--- src/hw/rtl/kov_pkg.sv ---
`timescale 1ns / 1ps
`default_nettype none

package kov_pkg;

    localparam int KOV_KMER_LEN    = 8;
    localparam int KOV_COUNT_BITS  = 12;
    localparam int KOV_ADDR_BITS   = 16;
    localparam int KOV_HIT_BITS    = 12;
    localparam int KOV_TABLE_DEPTH = 1 << KOV_ADDR_BITS;

    // request operation codes
    localparam logic OP_TABLE_WRITE = 1'b0;
    localparam logic OP_READ_BASE   = 1'b1;

    // ASCII base codes
    localparam logic [7:0] BASE_A = 8'h41;
    localparam logic [7:0] BASE_C = 8'h43;
    localparam logic [7:0] BASE_G = 8'h47;
    localparam logic [7:0] BASE_N = 8'h4E;
    localparam logic [7:0] BASE_T = 8'h54;

    typedef logic [KOV_ADDR_BITS-1:0] t_addr;
    typedef logic [KOV_HIT_BITS-1:0]  t_hits;

    typedef struct packed {
        logic       operation;
        t_addr      table_address;
        logic       table_bit;
        logic [7:0] base_byte;
        logic       last_base;
    } t_kov_req;

    typedef struct packed {
        logic  flip;
        t_hits read_hits;
        t_hits revcomp_hits;
    } t_kov_res;

    // base in flight toward the tally stage, aligned with the table read data
    typedef struct packed {
        logic valid;
        logic count_fwd;
        logic count_rc;
        logic last;
    } t_kov_probe;

endpackage

`default_nettype wire

--- src/hw/rtl/kov_in_if.sv ---
`timescale 1ns / 1ps
`default_nettype none

interface kov_in_if
    import kov_pkg::*;
();
    logic     valid;
    logic     ready;
    t_kov_req data;

    modport source (output valid, output data, input ready);
    modport sink   (input valid, input data, output ready);
endinterface

`default_nettype wire

--- src/hw/rtl/kov_kmer_front.sv ---
`timescale 1ns / 1ps
`default_nettype none

module kov_kmer_front
    import kov_pkg::*;
#(
    parameter int KMER_LEN = KOV_KMER_LEN
) (
    input  wire logic   i_clk,
    input  wire logic   i_rst_n,
    input  wire logic   i_advance,
    kov_in_if.sink      i_req,
    output logic        o_wr_en,
    output t_addr       o_wr_addr,
    output logic        o_wr_bit,
    output t_addr       o_rd_addr_fwd,
    output t_addr       o_rd_addr_rc,
    output t_kov_probe  o_probe
);

    localparam int KMER_BITS = 2 * KMER_LEN;
    localparam int RUN_BITS  = $clog2(KMER_LEN + 1);
    localparam logic [RUN_BITS-1:0] RUN_FULL = RUN_BITS'(KMER_LEN);

    logic [KMER_BITS-1:0] r_fwd_kmer, n_fwd_kmer, shift_fwd;
    logic [KMER_BITS-1:0] r_rc_kmer,  n_rc_kmer,  shift_rc;
    logic [RUN_BITS-1:0]  r_valid_run, n_valid_run;
    logic [RUN_BITS-1:0]  r_pos_seen,  n_pos_seen;
    t_kov_probe           r_probe,     n_probe;
    logic [1:0]           fwd_code, rc_code;
    logic                 is_n;
    logic                 accept;
    logic                 base_acc;
    logic                 full;

    assign i_req.ready = i_advance;
    assign accept      = i_req.valid && i_advance;
    assign base_acc    = accept && (i_req.data.operation == OP_READ_BASE);

    always_comb begin
        fwd_code = 2'd0;
        rc_code  = 2'd0;
        is_n     = 1'b0;
        unique case (i_req.data.base_byte)
            BASE_A: begin fwd_code = 2'd0; rc_code = 2'd3; end
            BASE_C: begin fwd_code = 2'd1; rc_code = 2'd2; end
            BASE_G: begin fwd_code = 2'd2; rc_code = 2'd1; end
            BASE_T: begin fwd_code = 2'd3; rc_code = 2'd0; end
            BASE_N: is_n = 1'b1;
            default: begin fwd_code = 2'd0; rc_code = 2'd0; end
        endcase
    end

    always_comb begin
        shift_fwd = {r_fwd_kmer[KMER_BITS-3:0], fwd_code};
        shift_rc  = {rc_code, r_rc_kmer[KMER_BITS-1:2]};

        if (is_n) begin
            n_fwd_kmer  = '0;
            n_rc_kmer   = '0;
            n_valid_run = '0;
        end else begin
            n_fwd_kmer  = shift_fwd;
            n_rc_kmer   = shift_rc;
            n_valid_run = (r_valid_run == RUN_FULL) ? r_valid_run : r_valid_run + 1'b1;
        end
        full = (n_valid_run == RUN_FULL);

        n_probe.valid     = base_acc;
        n_probe.count_fwd = full && !i_req.data.last_base;
        n_probe.count_rc  = full && (r_pos_seen == RUN_FULL);
        n_probe.last      = i_req.data.last_base;

        n_pos_seen = (r_pos_seen == RUN_FULL) ? r_pos_seen : r_pos_seen + 1'b1;
    end

    always_ff @(posedge i_clk) begin
        if (!i_rst_n) begin
            r_fwd_kmer  <= '0;
            r_rc_kmer   <= '0;
            r_valid_run <= '0;
            r_pos_seen  <= '0;
            r_probe     <= '0;
        end else if (i_advance) begin
            r_probe <= n_probe;
            if (base_acc) begin
                // restart the window at the end of every read
                if (i_req.data.last_base) begin
                    r_fwd_kmer  <= '0;
                    r_rc_kmer   <= '0;
                    r_valid_run <= '0;
                    r_pos_seen  <= '0;
                end else begin
                    r_fwd_kmer  <= n_fwd_kmer;
                    r_rc_kmer   <= n_rc_kmer;
                    r_valid_run <= n_valid_run;
                    r_pos_seen  <= n_pos_seen;
                end
            end
        end
    end

    assign o_wr_en       = accept && (i_req.data.operation == OP_TABLE_WRITE);
    assign o_wr_addr     = i_req.data.table_address;
    assign o_wr_bit      = i_req.data.table_bit;
    assign o_rd_addr_fwd = t_addr'(n_fwd_kmer);
    assign o_rd_addr_rc  = t_addr'(n_rc_kmer);
    assign o_probe       = r_probe;

endmodule

`default_nettype wire

--- src/flat_wrapper.sv ---
// flat-port wrapper written by rule: the top's interface ports become plain ports
module kov_kmer_front_flat import kov_pkg::*;
#(
    parameter int KMER_LEN = KOV_KMER_LEN
)
  (i_clk, i_rst_n, i_advance, o_wr_en, o_wr_addr, o_wr_bit, o_rd_addr_fwd, o_rd_addr_rc, o_probe, i_req_valid, i_req_data, i_req_ready);
  kov_in_if i_req_i ();
  input  wire logic i_clk;
  input  wire logic i_rst_n;
  input  wire logic i_advance;
  output logic o_wr_en;
  output t_addr o_wr_addr;
  output logic o_wr_bit;
  output t_addr o_rd_addr_fwd;
  output t_addr o_rd_addr_rc;
  output t_kov_probe o_probe;
  input wire logic [$bits(i_req_i.valid)-1:0] i_req_valid;
  input wire logic [$bits(i_req_i.data)-1:0] i_req_data;
  output wire logic [$bits(i_req_i.ready)-1:0] i_req_ready;
  assign i_req_i.valid = i_req_valid;
  assign i_req_i.data = i_req_data;
  assign i_req_ready = i_req_i.ready;
  kov_kmer_front #(.KMER_LEN(KMER_LEN)) u_core (.i_clk(i_clk), .i_rst_n(i_rst_n), .i_advance(i_advance), .i_req(i_req_i), .o_wr_en(o_wr_en), .o_wr_addr(o_wr_addr), .o_wr_bit(o_wr_bit), .o_rd_addr_fwd(o_rd_addr_fwd), .o_rd_addr_rc(o_rd_addr_rc), .o_probe(o_probe));
endmodule
--- config.mk ---
export PLATFORM = sky130hd
export DESIGN_NAME = kov_kmer_front_flat
export DESIGN_NICKNAME = d
export VERILOG_FILES = /design/src/hw/rtl/kov_pkg.sv /design/src/hw/rtl/kov_in_if.sv /design/src/hw/rtl/kov_kmer_front.sv /design/src/flat_wrapper.sv
export SDC_FILE = /design/constraint.sdc
export NUM_CORES = 1
export LEC_CHECK = 0
export BUFFER_PORTS_ARGS = -buffer_cell sky130_fd_sc_hd__buf_2
export CAP_MARGIN = 0
export CORE_MARGIN = 2
export CORE_UTILIZATION = 31
export CTS_CLUSTER_SIZE = 12
export DETAILED_ROUTE_END_ITERATION = 6
export GPL_TIMING_DRIVEN = 0
export HOLD_SLACK_MARGIN = 0.08
export PLACE_DENSITY = 0.58
export REMOVE_ABC_BUFFERS = 1
export SLEW_MARGIN = 20
export SYNTH_ARGS = -nofsm -noshare
export SYNTH_HDL_FRONTEND = slang
export SYNTH_SLANG_ARGS = --single-unit
--- constraint.sdc ---
create_clock -name i_clk -period 3.92 [get_ports i_clk]
set_input_delay 0.196 -clock i_clk [delete_from_list [all_inputs] [get_ports i_clk]]
set_output_delay 0.196 -clock i_clk [all_outputs]
set_load 0.1 [all_outputs]
==> impl_results.md, run 1 <==
- Status: finished, final reports clean
- Cell area power density: 315 nW/um^2
- Seq/Total Area, Yosys: 37.2%
- Synth top area share: 37.2%
- Hold_buf cts: 0
- Power Total: between 0.7 and 0.8 mW
- Post-route DRC: 0
- Min Tclk post-route: 1730 ps
- Global route total overflow: 0
- Area after DPL: 2260 sq um
- Busiest grt layer: met2
- Vias in the first global route: 1,548
- Fmax: 579 MHz
- Util after Layout: 34.6%
- Max Fanout on Critical Path: 32
- Fin. Hold Viols: 0
- Synth warnings: 0
- # IOs: 86
- Detailed Route WL: ~4700 um
- CORE AREA: slightly below 7000 sq um
- Initial antenna violation count: 0
- Global placer's final weighted congestion: 0.739
- Ant. Diodes: 0
- Least-Margin Pin Slew: 896 ps
- Synthesized instance count: 238
- Final critical-path share of the clock period: between 40 and 50%
- Critical path class: input port to output pin
- GR Util met1: between 10% and 20%
- Root Buffer Master: clkbuf_8
- Slew Limit Fails: 0
- Met3 GRT Util: just under 6%
- Max_cap viols: 0
- Resized cells post-CTS: 0
- Routed vias: around 1,700
- Startpoint Class: input port
- Die Width: about 87 um
- Met2 usage: between 10% and 20%
- Pleak: 1.03 nW
- Largest net degree at the start of global routing: 39
- Global-route wire length before repair: roughly 7600 um
- Initial core utilization: 31.8%
- Clk Latency, worst-skew pair: between 200 and 300 ps
- Slew headroom: approximately 40%
- P&R area growth vs syn: 8.67%
- Worst path required time: 3720 ps
- H-tree depth: 2
- Nets@finish: 298
- Yosys reg bits: 40
- Final HPWL DP: around 3200 um
- Die Span Y: just under 90 um
- CTS tree: yes
- Clk_skew: 5.34 ps
- Post-Syn Area: ~2200 sq um
- Number of core rows: 30
- Vias per inst: roughly 5.0
- Syn avg cell area: 9.04 sq um
- Port Buffer Count: 51
- RSZ-0062 raised after global routing: false
- Final setup viols: 0
- Async SR Flop Fraction: 0%
- GRT Util Overall: 12.6%
- Layout cells sized above 1: 26.6%
- Drt first pass iters: 4
- Dpl ws: ~2000 ps
- Area of the die: 7620 sq um
- Cell taking the most area after synthesis: dfxtp_1
- Most common cell in the netlist: dfxtp_1
- Worst Setup End Kind: output pin
- Finished Cell Area: roughly 2300 sq um
- Drt wl/cell: approximately 14 um
- CTS Sinks: 40
- Cell variety after synth: 48
- Clk slew on worst S/H paths: 70 ps
- Peak VDD IR: approximately 0.13 mV
- Area contributors post-synth: dfxtp_1 37%, a22oi_1 9.4%, nor2b_1 8.1%
- Clock Tree Buf Depth: 2
- Hold crit path type: input port to flip-flop
- Synth Flop Type: dfxtp_1
- Worst Path Arrival: 1530 ps
- TNS Setup: 0 ps
- Setup ws final: ~2200 ps
- Total CTS buffers: 5
- Post-route ant nets: 0
- Total setup buffers inserted after CTS: 0
- DRT iter0 DRCs: 91
- EDFF count, synth: 0
- Commonest cells in the netlist: 40 x dfxtp_1, 36 x nor2_1, 28 x nor2b_1, 27 x a22oi_1, 19 x buf_4
==> flip-flops by register name, indices dropped and copies added, names as in the netlist <==
register,flops
u_core.r_fwd_kmer,14
u_core.r_pos_seen,4
u_core.o_probe,4
u_core.r_valid_run,4
u_core.r_rc_kmer,14
==> layout by cell type (no fill, tap or decap), drive strengths merged, types with 2 or more instances in the layout <==
cell type and n:
nor2 36, mux2i 2, nand3b 3, and3 2, nor3 2, clkbuf 5, or3 2, dfxtp 40
nor4bb 2, nor2b 30, a22oi 27, and3b 2, a31oi 2, buf 51, a21oi 7, xor2 2
inv 6, ha 4, nand3 5, o21ai 2, nand4b 2, nand2 8, a22o 2
==> final timing paths <==
path	endpoint	cells after the start	from	slack, ps
worst min-delay path	u_core.r_valid_run[0]	2	i_rst_n	240
worst max register to register	u_core.o_probe[1]	5	u_core.r_valid_run[0]	2360
worst max-delay path	o_rd_addr_fwd[3]	5	i_req_data[6]	2190
worst min register to register	u_core.r_rc_kmer[15]	2	u_core.r_rc_kmer[15]	470
==> metrics by stage <==
stage                     std cells  hold WS (ps)
after floorplan                 205           343
after global routing            343           238
after global placement          336           393
after detailed placement        336           393
after CTS                       343           222
final                           343           237
==> routing by layer <==
metal / vias to the layer above / wire (um)
met5: - / 0
met4: 0 / 33
met3: 5 / 411
met2: 70 / 1960
met1: 764 / 2270
li1: 865 / -
==> area by class of cell <==
| class | count | area [sq um] |
|---|---|---|
| clock buffer | 5 | 68.8 |
| fill | 735 | 4420 |
| clock inverter | 2 | 12.5 |
| inverter | 6 | 22.5 |
| tap | 80 | 100 |
| timing repair buffer | 51 | 255 |
| multi-input combinational | 159 | 1080 |
| sequential | 40 | 801 |
==> cell families (layout without fill, tap and decap cells) <==
group / Yosys count / in the layout / synth area share, %
adder cells (fa/ha/maj): 4 / 4 / 2.33
AO/OA/AOI/OAI: 50 / 50 / 17.9
XOR/XNOR: 2 / 2 / 0.815
multiplexers: 2 / 2 / 0.931
AND/OR/NAND/NOR: 101 / 101 / 28.1
flip-flops: 40 / 40 / 37.2
buffers and inverters: 39 / 64 / 12.7
==> critical path, stage by stage <==
cell	delay [ps]
buf_2	120
nor3b_2	280
and4_4	510
nor2b_1	100
buf_2	310
==> power breakdown <==
group | internal [mW] | total, mW | switching (mW)
Combinational | 0.0174 | 0.0668 | 0.0494
Sequential | 0.408 | 0.409 | 0.00161
Clock | 0.120 | 0.260 | 0.140
Total | 0.546 | 0.737 | 0.191
(Power assumes the default switching activity.)
==> run 2, diff against run 1 <==
==> constraint.sdc (replaced) <==
create_clock -name i_clk -period 1.7 [get_ports i_clk]
set_input_delay 0.085 -clock i_clk [delete_from_list [all_inputs] [get_ports i_clk]]
set_output_delay 0.085 -clock i_clk [all_outputs]
set_load 0.1 [all_outputs]
==> impl_results.md, run 2 (same netlist as run 1, synthesis figures left out) <==
- Status: finished, final reports clean
- Sequential cell area: 805 sq um
- Peak VDD IR: 0.294 mV
- CORE AREA: 6760 sq um
- Clock Tree Buf Depth: 2
- Final critical-path share of the clock period: 91.7%
- Slew headroom: 40.2%
- Least-Margin Pin Slew: 894 ps
- Initial antenna violation count: 0
- Number of core rows: 30
- Total CTS buffers: 5
- Layout cells sized above 1: 27.4%
- Cell area power density: approximately 720 nW/um^2
- Multi-input gate area: 1090 sq um
- Area of the die: 7620 sq um
- Final HPWL DP: 3170 um
- Reg2Reg Setup Slack: about 140 ps
- Clk slew on worst S/H paths: 70 ps
- Max_cap viols: 0
- Critical path class: flip-flop to flip-flop
- Initial core utilization: about a third
- Worst r2r src: u_core.r_valid_run[1]
- Fin. Hold Viols: 0
- Hold_buf cts: 0
- Biggest regs: u_core.r_fwd_kmer x14, u_core.r_rc_kmer x14
- Fmax: 642 MHz
- Global-route wire length before repair: approximately 7600 um
- Largest net degree at the start of global routing: 39
- RSZ-0062 raised after global routing: false
- Die Span Y: a little under 90 um
- Final setup viols: 0
- Global placer's final weighted congestion: 0.739
- Post-route DRC: 0
- Area after DPL: 2260 sq um
- Hold crit path type: input port to flip-flop
- DRT iter0 DRCs: 98
- Worst path required time: 1930 ps
- Drt wl/cell: 13.7 um
- Vias per inst: 5.02
- Total setup buffers inserted after CTS: 0
- Nets@finish: slightly below 300
- CTS Sinks: 40
- H-tree depth: 2
- Die Width: 87.3 um
- Worst R2R End: u_core.o_probe[1]
- Util after Layout: 34.8%
- P&R area growth vs syn: 9.42%
- Most frequent cells in the layout: 51 x buf_2, 39 x dfxtp_1, 36 x nor2_1
- R2R cell count: 6
- # IOs: 86
- Port Buffer Count: 51
- Post-route ant nets: 0
- Max Fanout on Critical Path: 4
- Clk_skew: roughly 5.0 ps
- Drt first pass iters: 4
- Worst Setup End Kind: flip-flop
- Worst Path Arrival: 1790 ps
- Power Total: between 1.5 and 2 mW
- Startpoint Class: flip-flop
- Finished Cell Area: around 2400 sq um
- Critical path origin: u_core.r_valid_run[1]
- Slew Limit Fails: 0
- Fill cells: 733
- Ant. Diodes: 0
- Clk Latency, worst-skew pair: 290 ps
- GRT Util Overall: 12.6%
- HP Start: i_rst_n
- Detailed Route WL: 4700 um
- Resized cells post-CTS: 0
- Pleak: about 1.0 nW
- Root Buffer Master: clkbuf_8
- Global route total overflow: 0
- Routed vias: 1,721
- Min Tclk post-route: 1560 ps
- Worst Setup EP: u_core.o_probe[1]
- CTS tree: yes
- Most common cell after layout, fill and taps aside: buf_2
- Vias in the first global route: approximately 1,500
-- run 2: cell type report --
class,instances,share of cell area [%]
multi-input combinational,159,46.3
sequential,40,34.2
timing repair buffer,51,10.8
tap,80,4.25
clock buffer,5,2.92
inverter,6,0.957
clock inverter,2,0.532
-- run 2: report_power, final --
| group | total (mW) | leakage [nW] | internal, mW | switching (mW) |
|---|---|---|---|---|
| logic | 0.156 | 0.667 | 0.0407 | 0.116 |
| clock network | 0.600 | 0.0400 | 0.278 | 0.322 |
| registers | 0.943 | 0.323 | 0.939 | 0.00367 |
| total | 1.70 | 1.03 | 1.26 | 0.441 |
-- run 2: critical path, cell delays in order, from the launching register on --
cell	delay, ps
dfxtp_1	390
inv_1	60
ha_1	220
a211oi_2	220
o22ai_1	120
nor4_2	330
a22o_1	180
-- run 2: worst min-delay path by stage --
| stage | to | cells after the start |
|---|---|---|
| floorplan | i_req_ready | 0 |
| global placement | o_wr_addr[10] | 0 |
| detailed placement | o_wr_addr[10] | 0 |
| CTS | u_core.r_valid_run[0] | 2 |
| global route | u_core.r_fwd_kmer[1] | 2 |
| finish | u_core.r_valid_run[0] | 2 |
-- run 2: routing by layer --
layer  routed length, um  vias to the layer above  global-route usage [%]
met1                2330                      774                    16.8
met4                  33                        0                    3.36
met5                   0                        -                    2.80
met3                 413                        5                    5.88
met2                1930                       74                    17.9
li1                    -                      868                       -
-- run 2: per-stage QoR --
stage               setup WS, ps  hold slack, ps  setup TNS, ps  instances
detailed placement          -160             171           -457        336
global placement            -162             171           -523        336
finish                       142             119              0        343
CTS                          126             111              0        343
floorplan                   -400             170          -8440        205
global route                15.4             127              0        343
==> run 3, diff against run 2 <==
--- a/config.mk
+++ b/config.mk
@@ -7,6 +7,7 @@
 export LEC_CHECK = 0
 export BUFFER_PORTS_ARGS = -buffer_cell sky130_fd_sc_hd__buf_2
 export CAP_MARGIN = 0
+export CORE_ASPECT_RATIO = 1.2
 export CORE_MARGIN = 2
 export CORE_UTILIZATION = 31
 export CTS_CLUSTER_SIZE = 12
==> constraint.sdc (replaced) <==
create_clock -name i_clk -period 1.7 [get_ports i_clk]
set_input_delay 0.085 -clock i_clk [delete_from_list [all_inputs] [get_ports i_clk]]
set_output_delay 0.085 -clock i_clk [all_outputs]
set_load 0.02 [all_outputs]
==> impl_results.md, run 3 (same netlist as run 1, synthesis figures left out) <==
- Peak VDD IR: approximately 0.41 mV
- Clk network pwr share: between 40% and 50%
- Area of the die: 7620 sq um
- Fin. Hold Viols: 0
- Most common cell after layout, fill and taps aside: buf_2
- Hold crit path type: input port to flip-flop
- Most frequent cells in the layout: 51 x buf_2, 39 x dfxtp_1, 36 x nor2_1
- Root Buffer Master: clkbuf_8
- Seq pwr share: approximately half
- Slew headroom: 39.1%
- Detailed Route WL: 4710 um
- Power Total: 1.82 mW
- Die Width: 80.0 um
- Multi-input gate area: 1080 sq um
- Vias per inst: 4.93
- Layout cells sized above 1: 26.9%
- Global placer's final weighted congestion: 0.716
- Ant. Diodes: 0
- Clock Tree Buf Depth: 2
- Post-route ant nets: 0
- Clk slew on worst S/H paths: 80 ps
- Biggest regs: u_core.r_fwd_kmer x14, u_core.r_rc_kmer x14
- Cell area power density: 769 nW/um^2
- RSZ-0062 raised after global routing: false
- Fill cells: 717
- CORE AREA: 6770 sq um
- Final HPWL DP: ~3100 um
- Initial antenna violation count: 0
- Dpl ws: -168 ps
- Max_cap viols: 0
- Status: finished, final reports clean
- Switching Share: 22.4%
- Pleak: roughly 1.0 nW
- Global-route wire length before repair: 7590 um
- Drt wl/cell: 13.4 um
- Startpoint Class: input port
- Initial core utilization: 31.8%
- Switching pwr: 0.409 mW
- DRT iter0 DRCs: 72
- Number of core rows: 33
- Die Span Y: 95.2 um
- Post-route DRC: 0
- Min Tclk post-route: 1580 ps
- Max Fanout on Critical Path: 37
- Clk Latency, worst-skew pair: 280 ps
- Port Buffer Count: slightly above 50
- Cell breakdown of the critical path: buf_2, nand3_2, or4_1, a21oi_1
- Total CTS buffers: 5
- Worst Setup End Kind: flip-flop
- Internal power: 1.42 mW
- Least-Margin Pin Slew: 910 ps
- Sequential cell area: 802 sq um
- Clk_skew: 2.78 ps
- Setup ws final: 118 ps
- Vias in the first global route: between 1,500 and 2,000
- Global route total overflow: 0
- P&R area growth vs syn: 10.4%
- Slew Limit Fails: 0
- Area after DPL: ~2300 sq um
- CTS tree: yes
- GRT Util Overall: 12.6%
- # IOs: 86
- Routed vias: roughly 1,700
- Worst Path Arrival: roughly 1800 ps
- Combinational power share: 6.8%
- Fmax: 632 MHz
- Final setup viols: 0
- CTS Sinks: 40
- Drt first pass iters: 4
- Final critical-path share of the clock period: 93.0%
- Critical Path Slowest Stage Cell: or4_1
- Critical path buffer and inverter count: 1
- Slowest cell delay on critical path: 720 ps
- Finished Cell Area: 2370 sq um
- Worst path required time: 1910 ps
- H-tree depth: 2
- Critical path class: input port to flip-flop
- Largest net degree at the start of global routing: 39
- Top delay family on crit path: simple AND/OR/NAND/NOR gates
- Nets@finish: between 200 and 300
-- run 3: final cells by class --
type / instances / share of cell area, %
Multi-Input combinational cell: 159 / 45.4
Sequential cell: 40 / 33.8
Inverter: 6 / 0.949
Clock inverter: 2 / 1.48
Timing Repair Buffer: 51 / 10.8
Tap cell: 87 / 4.59
Clock buffer: 6 / 3.06
-- run 3: worst register-to-register path, stage by stage, from the launching register on --
cell      delay, ps
dfxtp_2         390
inv_1            60
ha_1            290
nand3b_1        170
nor4_2          320
a22o_1          170
-- run 3: per-stage QoR --
step	utilization, %	instances	TNS, ps	hold WS [ps]
2_1_floorplan	-	205	0	170
3_3_place_gp	33.4	343	-501	170
3_5_place_dp	33.4	343	-428	170
4_1_cts	35.0	351	0	103
5_1_grt	35.1	351	0	115
6_report	35.1	351	0	122
-- run 3: timing repair --
| action | in CTS | in global routing |
|---|---|---|
| hold buffers | 0 | 0 |
| resized for setup | 0 | 1 |
| buffers inserted | 0 | 0 |
| endpoints found under the setup margin | 0 | 2 |
-- run 3: metal layers --
metal  global-route usage [%]  share of wire [%]
met5                     2.86                  0
met4                     3.81                1.4
met3                     5.40                7.0
met2                     19.3                 44
met1                     15.8                 47
-- run 3: power groups by stage --
stage               registers [mW]  logic, mW  clock network [mW]
finish                       0.944      0.124               0.757
floorplan                    0.968     0.0618                   0
CTS                          0.944      0.125               0.789
detailed placement           0.966      0.125                   0
global placement             0.966      0.123                   0
global route                 0.945      0.136               0.832
-- run 3: final timing paths --
kind / cells after the start / slack (ps) / start / end
setup / recovery: 4 / 120 / i_advance / u_core.r_pos_seen[3]
hold / removal: 2 / 120 / i_rst_n / u_core.r_fwd_kmer[1]
setup reg to reg: 5 / 240 / u_core.r_valid_run[0] / u_core.o_probe[1]
hold reg to reg: 2 / 460 / u_core.r_fwd_kmer[0] / u_core.r_fwd_kmer[0]
