**src/hw/rtl/kov_pkg.sv**
```systemverilog
`timescale 1ns / 1ps
`default_nettype none

package kov_pkg;

    localparam int KOV_KMER_LEN    = 8;
    localparam int KOV_COUNT_BITS  = 12;
    localparam int KOV_ADDR_BITS   = 16;
    localparam int KOV_HIT_BITS    = 12;
    localparam int KOV_TABLE_DEPTH = 1 << KOV_ADDR_BITS;

    // request operation codes
    localparam logic OP_TABLE_WRITE = 1'b0;
    localparam logic OP_READ_BASE   = 1'b1;

    // ASCII base codes
    localparam logic [7:0] BASE_A = 8'h41;
    localparam logic [7:0] BASE_C = 8'h43;
    localparam logic [7:0] BASE_G = 8'h47;
    localparam logic [7:0] BASE_N = 8'h4E;
    localparam logic [7:0] BASE_T = 8'h54;

    typedef logic [KOV_ADDR_BITS-1:0] t_addr;
    typedef logic [KOV_HIT_BITS-1:0]  t_hits;

    typedef struct packed {
        logic       operation;
        t_addr      table_address;
        logic       table_bit;
        logic [7:0] base_byte;
        logic       last_base;
    } t_kov_req;

    typedef struct packed {
        logic  flip;
        t_hits read_hits;
        t_hits revcomp_hits;
    } t_kov_res;

    // base in flight toward the tally stage, aligned with the table read data
    typedef struct packed {
        logic valid;
        logic count_fwd;
        logic count_rc;
        logic last;
    } t_kov_probe;

endpackage

`default_nettype wire

```
**src/hw/rtl/kov_out_if.sv**
```systemverilog
`timescale 1ns / 1ps
`default_nettype none

interface kov_out_if
    import kov_pkg::*;
();
    logic     valid;
    logic     ready;
    t_kov_res data;

    modport source (output valid, output data, input ready);
    modport sink   (input valid, input data, output ready);
endinterface

`default_nettype wire

```
**src/hw/rtl/kov_tally.sv**
```systemverilog
`timescale 1ns / 1ps
`default_nettype none

module kov_tally
    import kov_pkg::*;
#(
    parameter int COUNT_BITS = KOV_COUNT_BITS
) (
    input  wire logic       i_clk,
    input  wire logic       i_rst_n,
    input  wire t_kov_probe i_probe,
    input  wire logic       i_hit_fwd,
    input  wire logic       i_hit_rc,
    output logic            o_advance,
    kov_out_if.source       o_res
);

    logic [COUNT_BITS-1:0] r_fwd_count, n_fwd_count;
    logic [COUNT_BITS-1:0] r_rc_count,  n_rc_count;
    logic                  r_out_valid;
    t_kov_res              r_out_data, n_out_data;
    logic                  emit;

    // freeze the whole pipeline while a result waits on a stalled sink
    assign o_advance = !r_out_valid || o_res.ready;
    assign emit      = i_probe.valid && i_probe.last;

    always_comb begin
        n_fwd_count = r_fwd_count;
        n_rc_count  = r_rc_count;
        if (i_probe.valid && i_probe.count_fwd && i_hit_fwd && (r_fwd_count != '1)) begin
            n_fwd_count = r_fwd_count + 1'b1;
        end
        if (i_probe.valid && i_probe.count_rc && i_hit_rc && (r_rc_count != '1)) begin
            n_rc_count = r_rc_count + 1'b1;
        end
        n_out_data.flip         = (n_fwd_count > n_rc_count);
        n_out_data.read_hits    = t_hits'(n_fwd_count);
        n_out_data.revcomp_hits = t_hits'(n_rc_count);
    end

    always_ff @(posedge i_clk) begin
        if (!i_rst_n) begin
            r_fwd_count <= '0;
            r_rc_count  <= '0;
            r_out_valid <= 1'b0;
        end else if (o_advance) begin
            r_out_valid <= emit;
            if (emit) begin
                r_fwd_count <= '0;
                r_rc_count  <= '0;
            end else begin
                r_fwd_count <= n_fwd_count;
                r_rc_count  <= n_rc_count;
            end
        end
    end

    always_ff @(posedge i_clk) begin
        if (o_advance && emit) begin
            r_out_data <= n_out_data;
        end
    end

    assign o_res.valid = r_out_valid;
    assign o_res.data  = r_out_data;

endmodule

`default_nettype wire

```
**src/flat_wrapper.sv**
```systemverilog
// flat-port wrapper written by rule: the top's interface ports become plain ports
module kov_tally_flat import kov_pkg::*;
#(
    parameter int COUNT_BITS = KOV_COUNT_BITS
)
  (i_clk, i_rst_n, i_probe, i_hit_fwd, i_hit_rc, o_advance, o_res_valid, o_res_data, o_res_ready);
  kov_out_if o_res_i ();
  input  wire logic i_clk;
  input  wire logic i_rst_n;
  input  wire t_kov_probe i_probe;
  input  wire logic i_hit_fwd;
  input  wire logic i_hit_rc;
  output logic o_advance;
  output wire logic [$bits(o_res_i.valid)-1:0] o_res_valid;
  output wire logic [$bits(o_res_i.data)-1:0] o_res_data;
  input wire logic [$bits(o_res_i.ready)-1:0] o_res_ready;
  assign o_res_valid = o_res_i.valid;
  assign o_res_data = o_res_i.data;
  assign o_res_i.ready = o_res_ready;
  kov_tally #(.COUNT_BITS(COUNT_BITS)) u_core (.i_clk(i_clk), .i_rst_n(i_rst_n), .i_probe(i_probe), .i_hit_fwd(i_hit_fwd), .i_hit_rc(i_hit_rc), .o_advance(o_advance), .o_res(o_res_i));
endmodule
```
**config.mk**
```make
export PLATFORM = sky130hd
export DESIGN_NAME = kov_tally_flat
export DESIGN_NICKNAME = d
export VERILOG_FILES = /design/src/hw/rtl/kov_pkg.sv /design/src/hw/rtl/kov_out_if.sv /design/src/hw/rtl/kov_tally.sv /design/src/flat_wrapper.sv
export SDC_FILE = /design/constraint.sdc
export NUM_CORES = 1
export LEC_CHECK = 0
export ABC_AREA = 1
export BUFFER_PORTS_ARGS = -buffer_cell sky130_fd_sc_hd__buf_2
export CORE_ASPECT_RATIO = 0.8
export CORE_MARGIN = 3
export CORE_UTILIZATION = 50
export DETAILED_ROUTE_END_ITERATION = 12
export PLACE_DENSITY = 0.7
export SLEW_MARGIN = 30
export SYNTH_ARGS = -nofsm -noshare
export SYNTH_HDL_FRONTEND = slang
export SYNTH_SLANG_ARGS = --single-unit
export TNS_END_PERCENT = 1
```
**constraint.sdc**
```tcl
create_clock -name i_clk -period 3.2 [get_ports i_clk]
set_clock_uncertainty 0.05 [all_clocks]
set_input_delay 0.8 -clock i_clk [delete_from_list [all_inputs] [get_ports i_clk]]
set_output_delay 0.8 -clock i_clk [all_outputs]
set_load 0.01 [all_outputs]
```
==> results of run 1 <==
==> layer usage <==
layer | global-route usage | vias up | routed length, um
li1 | - | 1314 | -
met1 | 0.292 | 1086 | 3390
met2 | 0.288 | 61 | 2640
met3 | 0.0380 | 2 | 343
met4 | 0.0297 | 0 | 23
met5 | 0 | - | 0
==> through the flow <==
step            util  instance area, um^2  worst slack (ns)  instances  hold slack, ns
2_1_floorplan      -                 2990             0.547        385           0.409
3_3_place_gp   0.575                 3230             0.362        495           0.422
5_1_grt        0.594                 3340             0.231        503           0.455
6_report       0.594                 3340             0.515        503           0.441
4_1_cts        0.594                 3340             0.536        503           0.438
3_5_place_dp   0.575                 3230             0.348        495           0.423
==> worst register-to-register path: stages (launching register included) <==
cell	delay, ns
dfxtp_1	0.43
ha_1	0.26
nand3_2	0.11
nor2_4	0.17
nand3_4	0.16
nand2_4	0.16
nand2_1	0.09
and2_1	0.19
ha_1	0.30
a21oi_1	0.14
o21ai_0	0.10
nand2_1	0.07
o211ai_1	0.09
nor2_1	0.10
nor2_1	0.04
==> power by group through the flow <==
| stage | combinational, mW | clock, mW | sequential (mW) |
|---|---|---|---|
| CTS | 0.158 | 0.451 | 0.712 |
| finish | 0.157 | 0.436 | 0.711 |
| global placement | 0.154 | 0 | 0.726 |
| floorplan | 0.102 | 0 | 0.733 |
| detailed placement | 0.157 | 0 | 0.726 |
| global route | 0.177 | 0.471 | 0.714 |
==> worst paths after layout <==
| path | from | cells past startpoint | end |
|---|---|---|---|
| min | u_core.r_rc_count[11] | 2 | u_core.r_rc_count[11] |
| max reg2reg | u_core.r_fwd_count[0] | 14 | u_core.o_res.data[24] |
| max | u_core.r_fwd_count[0] | 14 | u_core.o_res.data[24] |
| min reg2reg | u_core.r_rc_count[11] | 2 | u_core.r_rc_count[11] |
==> cell families (layout without fill, tap and decap cells) <==
group | after synthesis | in the layout | share of synthesized area
buf+inv | 60 | 100 | 0.0903
compound gates | 35 | 35 | 0.0686
flops | 50 | 50 | 0.418
fa+ha+maj | 14 | 14 | 0.0585
simple gates | 219 | 219 | 0.344
xor+xnor | 7 | 7 | 0.0205
==> synthesized netlist by cell type <==
master    number
nand2_1      124
inv_1         51
nand3_1       34
a21oi_1       25
dfxtp_1       25
edfxtp_1      25
nor2_1        20
ha_1          14
nand2_2       12
and2_1         8
nand4_1        6
nor2_4         6
xor2_1         6
a21oi_2        5
nand3b_1       3
clkbuf_1       2
clkbuf_8       2
inv_2          2
nand2_4        2
nand3_2        2
o211ai_1       2
buf_12         1
buf_2          1
buf_6          1
nand3_4        1
nor2_2         1
o21ai_0        1
o21ai_2        1
o21bai_1       1
xnor2_1        1
==> area by class of cell <==
cell class / instances / area, um^2 / share of cell area
Multi-Input combinational cell: 275 / 1470 / 0.442
Clock inverter: 3 / 40.0 / 0.0120
Clock buffer: 5 / 68.8 / 0.0206
Sequential cell: 50 / 1250 / 0.375
Inverter: 53 / 199 / 0.0596
Timing Repair Buffer: 39 / 205 / 0.0615
Tap cell: 78 / 97.6 / 0.0293
==> state kept, by name, indices dropped and copies added, names as in the netlist <==
register,count
u_core.r_fwd_count,12
u_core.r_rc_count,12
u_core.o_res.valid,1
u_core.o_res.data,25
==> layout by cell type, fill, tap and decap left out, drive strengths merged <==
cell      n
nand2   138
inv      53
buf      39
nand3    37
a21oi    30
nor2     27
edfxtp   25
dfxtp    25
ha       14
and2      8
nand4     6
xor2      6
clkbuf    5
nand3b    3
o211ai    2
clkinv    2
o21ai     2
xnor2     1
o21bai    1
bufinv    1
==> metrics, run 1 <==
CP top delay family simple AND/OR/NAND/NOR gates; total gr overflow 0; Critical Path RT 3.22 ns; worst hold path class flop to flop; YS warnings 0; switching power ~320 uW; die height ~75 um; final hold violations 0; flops & latches, synth 50; Max-Cap Viols 0; # fillers 516; GRT Overall Usage 0.192; crit-path cells ha_1 -> nand3_2 -> nor2_4 -> nand3_4 -> nand2_4 -> nand2_1 -> and2_1 -> ha_1 -> a21oi_1 -> o21ai_0 -> nand2_1 -> o211ai_1 -> nor2_1 -> nor2_1; antenna cells 0; post-CTS sizing 0; TritonCTS clock tree built; Max Slew Vio Count 0; final net count around 450; Comb power frac 0.121; Tcrit/Tclk final 0.839; number of core rows 24; worst slew pin tran between 0.7 and 0.8 ns; Num CTS Buffers 5; layout cells sized above 1 0.188; critical path launch point type flop; final wirelength approximately 6400 um; initial core utilization 0.533; pwr dens a little under 400 mW/mm^2; cts hold-fix bufs 0; Slew headroom 0.521; max incr delay on CP between 0.4 and 0.5 ns; status complete, no violations; synthesized area ~0.0030 mm^2; post-synth cell types 30; Root Buffer clkbuf_8; CTS sink cnt 50; worst-path fanout max 10; Final setup violation count 0; sequential share of power 0.545; Syn Area/Cell 7.77 um^2; Synth Instances 385; DRC errors left 0; Core ar. between 0.005 and 0.006 mm^2; global-route wire length before repair 10500 um; Sw Ratio 0.246; worst path bufs/invs 0; Worst EP arrival roughly 2.7 ns; H-tree levels 2; power consumption roughly 1.3 mW; top cell type's share of synthesized area 0.251; Max Freq between 300 and 400 MHz; Min Clock Period, post-route roughly 2.7 ns; internal power roughly 980 uW; Max VDD drop roughly 0.30 mV; DRT Pass-1 Iters 4; Final GP Congestion slightly below 0.9; Vias between 2000 and 2500; io pins 36; leading area contributor after synthesis edfxtp_1; largest net degree at the start of global routing 26; largest cells by area after synthesis edfxtp_1, dfxtp_1, nand2_1; CP Class flop to flop; synth-to-layout area growth 11.5%; sequential fraction of the synthesis area 0.418; post-route ant nets 0; die width around 90 um; reg2reg setup slack slightly above 0.5 ns; post-CTS setup buffers 0; Max Root-Sink Buffers 2; syn_nets between 400 and 500; dpl hpwl approximately 4600 um; setup TNS 0 ns; crit end category flop; worst-skew pair later-pin latency around 0.30 ns; Initial DRC Count around 170; # port buffers 35; Pleak about 1.4 nW; number of global-route vias before repair between 2000 and 2500; slowest stage cell, crit path dfxtp_1; full die area between 0.006 and 0.007 mm^2; routed len/inst 12.7 um; Clock Power Share 0.334; initial antenna violation count 0; RSZ-0062 raised after global routing false; vias per std cell just under 5; CTS clk-pin slew, worst paths ~0.09 ns
No activity file was read; power rests on OpenSTA's default activity.
==> run 2: changes to the inputs <==
ABC_AREA = 0   (was 1)
clock period = 2.5 ns   (was 3.2 ns; I/O delays follow)
==> run 2 against run 1 <==
The run now ends with setup timing left. Synthesized cell count fell by 22%. Critical path depth fell by 5. Utilization rose by 14 points. Combinational power rose by 50%. Die area fell by 2.4%. Final area rose by 22%. Highest routed layer unchanged. Routed wire length rose by 31%. Setup slack got worse by 0.56 ns. Sequential share of layout area fell by 6.3 points. Final cell count fell by 3.0%. Register-to-register slack got worse by 0.54 ns. First-iteration DRC count fell by 23%.
==> metrics, run 2 <==
number of global-route vias before repair 2737 (+25%); worst path bufs/invs 1 (+1); Async S/R FF share, synth 0 (unchanged); sequential fraction of the synthesis area 0.429 (+0.0111); initial antenna violation count 0 (unchanged); max incr delay on CP 0.43 ns (about the same); io pins 36 (unchanged); most common cell after layout, fill and taps aside buf_4; TritonCTS clock tree built; layout cells sized above 1 0.427 (+0.239); YS warnings 0 (unchanged); crit end category flop; commonest cells after routing, fill and taps aside buf_4, buf_2, nand2_1; violated checks setup timing; leading area contributor after synthesis edfxtp_1; Max VDD drop 0.234 mV (-22%); syn_nets 323 (-21%); Slew headroom 0.615 (+0.0944); post-synth cell types 56 (+87%); crit-path cells buf_2 -> nand3_4 -> or3_4 -> or3_4 -> mux2i_1 -> ha_1 -> nand4_1 -> a211o_1 -> a31oi_1; final net count 432 (-3.4%); pwr dens 426 mW/mm^2 (+8.9%); Comb power frac 0.137 (+0.016); max reg flops 25 (unchanged); worst hold path class flop to flop; power consumption 1.73 mW (+33%); CP top delay family simple AND/OR/NAND/NOR gates; Final GP Congestion 0.947 (+9.2%); largest net degree at the start of global routing 18 (-31%); GRT Overall Usage 0.253 (+0.0613); predominant post-synthesis flop cell edfxtp_1; Num CTS Buffers 5 (unchanged); CTS sink cnt 50 (unchanged); number of core rows 24 (unchanged); Max Slew Vio Count 0 (unchanged); post-route ant nets 0 (unchanged); synth-to-layout area growth 39.3%; Clock Power Share 0.341 (+0.007); full die area 0.00679 mm^2 (-2.4%); final hold slack 0.498 ns (+0.0573 ns); slowest stage cell, crit path or3_4; Max Freq 393 MHz; Critical Path RT 2.62 ns (-0.60 ns); die width 91.4 um (-1.2%); Core Util, Final 0.731 (+0.137); Max Root-Sink Buffers 2 (unchanged); Worst EP arrival 2.66 ns (-0.04 ns); synth cell count leaders nand2_1, dfxtp_1, edfxtp_1; Vias 2867 (+16%); Max-Cap Viols 0 (unchanged); antenna cells 0 (unchanged); largest cells by area after synthesis edfxtp_1, dfxtp_1, ha_1; routed len/inst 17.2 um (+36%); Initial DRC Count 128 (-23%); initial core utilization 0.525 (-0.00820); internal power 1.30 mW (+32%); global-route wire length before repair 13300 um (+27%); DRC errors left 0 (unchanged); synthesized area 0.00292 mm^2 (-2.6%); final wirelength 8400 um (+31%); Most common cell on crit path or3_4; Core ar. 0.00556 mm^2 (-1.1%); cts hold-fix bufs 0 (unchanged); Synth Instances 300 (-22%); Pleak 1.69 nW (+18%); Syn Area/Cell 9.72 um^2 (+25%); worst-skew pair later-pin latency 0.31 ns (about the same); post-route worst setup slack -0.0451 ns (-0.560 ns); flops & latches, synth 50 (unchanged); # fillers 393 (-24%); top cell type's share of synthesized area 0.258 (+0.00667); EDFF count, synth 25 (unchanged); total gr overflow 0 (unchanged); H-tree levels 2 (unchanged); Tcrit/Tclk final 1.02; DRT Pass-1 Iters 4 (unchanged); area of the multi-input gates 0.00176 mm^2 (+20%); vias per std cell 5.88 (+20%); worst slew pin tran 0.575 ns (-0.142 ns); top-count cell post-synth nand2_1; Sw Ratio 0.250 (+0.00418); sequential share of power 0.523 (-0.022); register area 0.00127 mm^2 (+1.2%); # port buffers 35 (unchanged); Final setup violation count 1 (+1); RSZ-0062 raised after global routing true; CP Class primary input to flop; critical path launch point type primary input; status finished, violations left; final hold violations 0 (unchanged); Root Buffer clkbuf_8; worst-path fanout max 8 (-2); Min Clock Period, post-route ~2.5 ns; CTS clk-pin slew, worst paths 0.10 ns (about the same); switching power 433 uW (+35%); dpl hpwl 6020 um (+32%); die height 74.3 um (-1.2%)
[run 2: changes by cell type in the layout (fill, tap and decap cells not counted), sizes merged, moves of 14 or more]
| cell | delta |
|---|---|
| buf | +79 |
| nor2 | -14 |
| a21oi | -16 |
| nand3 | -24 |
| nand2 | -104 |
| inv | -48 |
[run 2: final timing paths]
path | start | end | slack (ns) | depth (start not counted)
worst max register to register | u_core.r_rc_count[8] | u_core.o_res.data[24] | -0.03 | 10
worst max-delay path | i_probe[1] | u_core.o_res.data[24] | -0.05 | 9
worst min register to register | u_core.r_rc_count[2] | u_core.r_rc_count[2] | 0.50 | 2
worst min-delay path | u_core.r_rc_count[2] | u_core.r_rc_count[2] | 0.50 | 2
[run 2: area by class of cell]
| type | instances | share of cell area |
|---|---|---|
| Clock buffer | 6 | 0.0179 |
| Clock inverter | 2 | 0.00924 |
| Inverter | 5 | 0.00462 |
| Multi-Input combinational cell | 229 | 0.434 |
| Sequential cell | 50 | 0.312 |
| Tap cell | 78 | 0.0240 |
| Timing Repair Buffer | 118 | 0.198 |
[run 2: per-stage QoR]
| stage | worst slack (ns) | TNS (ns) | cells | area (um^2) |
|---|---|---|---|---|
| after floorplan | -0.0607 | -1.57 | 300 | 2950 |
| after global placement | -0.307 | -0.307 | 475 | 3730 |
| after detailed placement | -0.370 | -0.370 | 475 | 3730 |
| after CTS | 0.000800 | 0 | 484 | 3960 |
| after global routing | -0.0821 | -0.0821 | 488 | 4060 |
| final | -0.0451 | -0.0451 | 488 | 4060 |
[run 2: logic make-up (layout without fill, tap and decap cells)]
kind of cell / after synthesis / count (layout) / share of synthesized area
fa+ha+maj: 14 / 14 / 0.0601
mux: 5 / 5 / 0.0193
simple gates: 119 / 119 / 0.223
buf+inv: 21 / 131 / 0.0326
flops: 50 / 50 / 0.429
xor+xnor: 27 / 27 / 0.0811
compound gates: 64 / 64 / 0.155
[run 2: repair_timing]
action	in CTS	in global routing
resized for setup	21	20
pin swaps	5	9
endpoints found under the setup margin	1	1
setup buffers	1	4
[run 2: worst register-to-register path, delay by kind of cell (launching register included)]
family	cells	cell delay [ns]
AOI/OAI and AO/OA	3	0.33
xor gates and xnor gates	1	0.27
adders and majority gates	1	0.30
buffers and inverters	1	0.20
DFF	1	0.34
and+or+nand+nor	4	0.79
[run 2: per-layer routing]
layer  part of all wire  global-route usage
met1               0.41               0.309
met2               0.47               0.430
met3              0.069              0.0546
met4              0.042               0.132
met5                  0                   0
[run 2: power by group through the flow]
stage	clock [mW]	combinational (mW)	sequential (mW)
after floorplan	0	0.104	0.936
after global placement	0	0.213	0.920
after detailed placement	0	0.216	0.920
after CTS	0.596	0.233	0.904
after global routing	0.639	0.260	0.906
final	0.590	0.236	0.904
==> run 3: changes to the inputs <==
ABC_AREA = 1   (was 0)
==> run 3 against run 2 <==
First-iteration DRC count increased by 5.5%. Final area shrank 6.3%. Sequential share of layout area is 1.9 points higher. Sequential power is essentially flat. Combinational power up 15%. Sequential cell count is the same. Clock power shrank 16%. Final cell count grew 11%. The flow now finishes without violations. Non-clock buffer count decreased by 42. Count of clock-buffer cells in the layout up 1. Die area is 2.5% higher. Global-route usage down 4.3 points.
==> metrics, run 3 (synthesis results as in run 1) <==
dpl ws -0.138 ns (+0.232 ns); placed instance area 0.00346 mm^2 (-7.2%); CTS clk-pin slew, worst paths 0.09 ns (about the same); Max Freq 414 MHz (+5.3%); setup TNS 0 ns (+0.0451 ns); Design Area, Final 0.00381 mm^2 (-6.3%); crit end category flop; worst-skew pair later-pin latency 0.31 ns (about the same); Clock Power Share 0.295 (-0.046); worst slew pin tran 0.373 ns (-0.202 ns); DRT Pass-1 Iters 4 (unchanged); pwr dens 439 mW/mm^2 (+3.1%); post-route worst setup slack 0.0832 ns (+0.128 ns); status complete, no violations; Root Buffer clkbuf_8; layout cells sized above 1 0.353 (-0.0740); worst-path fanout max 5 (-3); CP top delay family simple AND/OR/NAND/NOR gates; Final GP Congestion 0.907 (-4.2%); post-route ant nets 0 (unchanged); Max-Cap Viols 0 (unchanged); internal power 1.23 mW (-5.0%); CP Class primary input to flop; routed len/inst 13.6 um (-21%); max reg flops 25 (unchanged); number of global-route vias before repair 2433 (-11%); antenna cells 0 (unchanged); die height 75.2 um (+1.2%); Min Clock Period, post-route 2.42 ns (-0.128 ns); initial core utilization 0.533 (+0.00820); Final setup violation count 0 (-1); initial antenna violation count 0 (unchanged); Core Util, Final 0.678 (-0.0531); Tcrit/Tclk final 0.967 (-0.0513); Vias 2752 (-4.0%); GRT Overall Usage 0.210 (-0.0429); number of core rows 24 (unchanged); largest net degree at the start of global routing 26 (+8); worst path bufs/invs 1 (unchanged); Initial DRC Count 135 (+5.5%); crit-path cells buf_2 -> nand2_1 -> nor2_4 -> nand2_1 -> nor2_2 -> nand3_1 -> and2_1 -> ha_4 -> nand2_2 -> nor2_4 -> nand4_1 -> a21oi_1 -> nor2_1 -> nor2_1; sequential share of power 0.543 (+0.020); critical path launch point type primary input; TritonCTS clock tree built; commonest cells after routing, fill and taps aside nand2_1, inv_1, buf_4; H-tree levels 2 (unchanged); power consumption 1.67 mW (-3.4%); Comb power frac 0.162 (+0.025); global-route wire length before repair 11500 um (-14%); final hold violations 0 (unchanged); most common cell after layout, fill and taps aside nand2_1; dpl hpwl 5160 um (-14%); Core ar. 0.00562 mm^2 (+1.1%); Critical Path RT 2.62 ns (about the same); DRC errors left 0 (unchanged); total gr overflow 0 (unchanged); Max Root-Sink Buffers 2 (unchanged); vias per std cell 5.10 (-13%); # port buffers 35 (unchanged); max incr delay on CP 0.29 ns (-0.14 ns); io pins 36 (unchanged); register area 0.00126 mm^2 (-0.39%); Sw Ratio 0.263 (+0.0128); final net count 484 (+12%); full die area 0.00696 mm^2 (+2.5%); Num CTS Buffers 5 (unchanged); slowest stage cell, crit path ha_4; CTS sink cnt 50 (unchanged); area of the multi-input gates 0.00166 mm^2 (-5.9%); Max VDD drop 0.255 mV (+8.7%); switching power 440 uW (+1.6%); die width 92.5 um (+1.2%); final wirelength 7340 um (-13%); worst hold path class flop to flop; Slew headroom 0.751 (+0.136); synth-to-layout area growth 27.2%; Pleak 1.63 nW (-3.9%); Worst EP arrival 2.54 ns (-0.12 ns); Max Slew Vio Count 0 (unchanged); # fillers 469 (+19%)
[run 3: cell types whose count changed in the layout (fill, tap and decap cells not counted), sizes merged, moves of 7 or more]
| cell | delta |
|---|---|
| nand2 | +104 |
| or4 | -9 |
| a21oi | +16 |
| buf | -42 |
| nor2 | +14 |
| xor2 | -7 |
| nor3 | -10 |
| xnor2 | -13 |
| o41ai | -7 |
| o21ai | -9 |
| nand3 | +24 |
| inv | +48 |
[run 3: worst register-to-register path: stages, from the launching register on]
cell	delay [ns]
dfxtp_2	0.36
buf_4	0.13
nand3_1	0.15
inv_2	0.11
nand2_2	0.09
nor2_2	0.14
nand3_1	0.11
and2_1	0.22
ha_4	0.29
nand2_2	0.06
nor2_4	0.11
nand4_1	0.12
a21oi_1	0.15
nor2_1	0.06
nor2_1	0.11
[run 3: final cells by class]
cell class                 instances  area share
inverter                          53      0.0529
tap                               78      0.0256
sequential                        50       0.331
clock inverter                     1     0.00131
clock buffer                       7      0.0227
multi-input combinational        275       0.436
timing repair buffer              76       0.130
[run 3: stage by stage]
stage	cells	hold WS, ns
finish	540	0.436
global route	540	0.458
CTS	534	0.438
detailed placement	526	0.423
global placement	526	0.422
floorplan	385	0.409
[run 3: timing repair]
item,CTS,global route
hold buffers,0,0
setup buffers,0,6
resized for setup,2,51
setup endpoints to repair,1,1
pin swaps,0,17
[run 3: metal layers]
| metal | global-route usage | routed length, um | vias up |
|---|---|---|---|
| met5 | 0 | 0 | - |
| met4 | 0.0692 | 77 | 0 |
| met3 | 0.0420 | 517 | 8 |
| met2 | 0.336 | 3350 | 96 |
| met1 | 0.290 | 3400 | 1260 |
| li1 | - | - | 1388 |
[run 3: path summary, 6_finish.rpt]
path / start / to / slack [ns] / cells after the start
worst max-delay path: i_probe[3] / u_core.o_res.data[24] / 0.08 / 14
worst min-delay path: u_core.r_rc_count[11] / u_core.r_rc_count[11] / 0.44 / 2
worst max register to register: u_core.r_fwd_count[1] / u_core.o_res.data[24] / 0.11 / 14
worst min register to register: u_core.r_rc_count[11] / u_core.r_rc_count[11] / 0.44 / 2
[run 3: power by group through the flow]
| stage | registers, mW | logic, mW | clock network [mW] |
|---|---|---|---|
| 2_1_floorplan | 0.938 | 0.131 | 0 |
| 3_3_place_gp | 0.924 | 0.225 | 0 |
| 3_5_place_dp | 0.924 | 0.231 | 0 |
| 4_1_cts | 0.905 | 0.232 | 0.506 |
| 5_1_grt | 0.910 | 0.301 | 0.535 |
| 6_report | 0.907 | 0.271 | 0.494 |
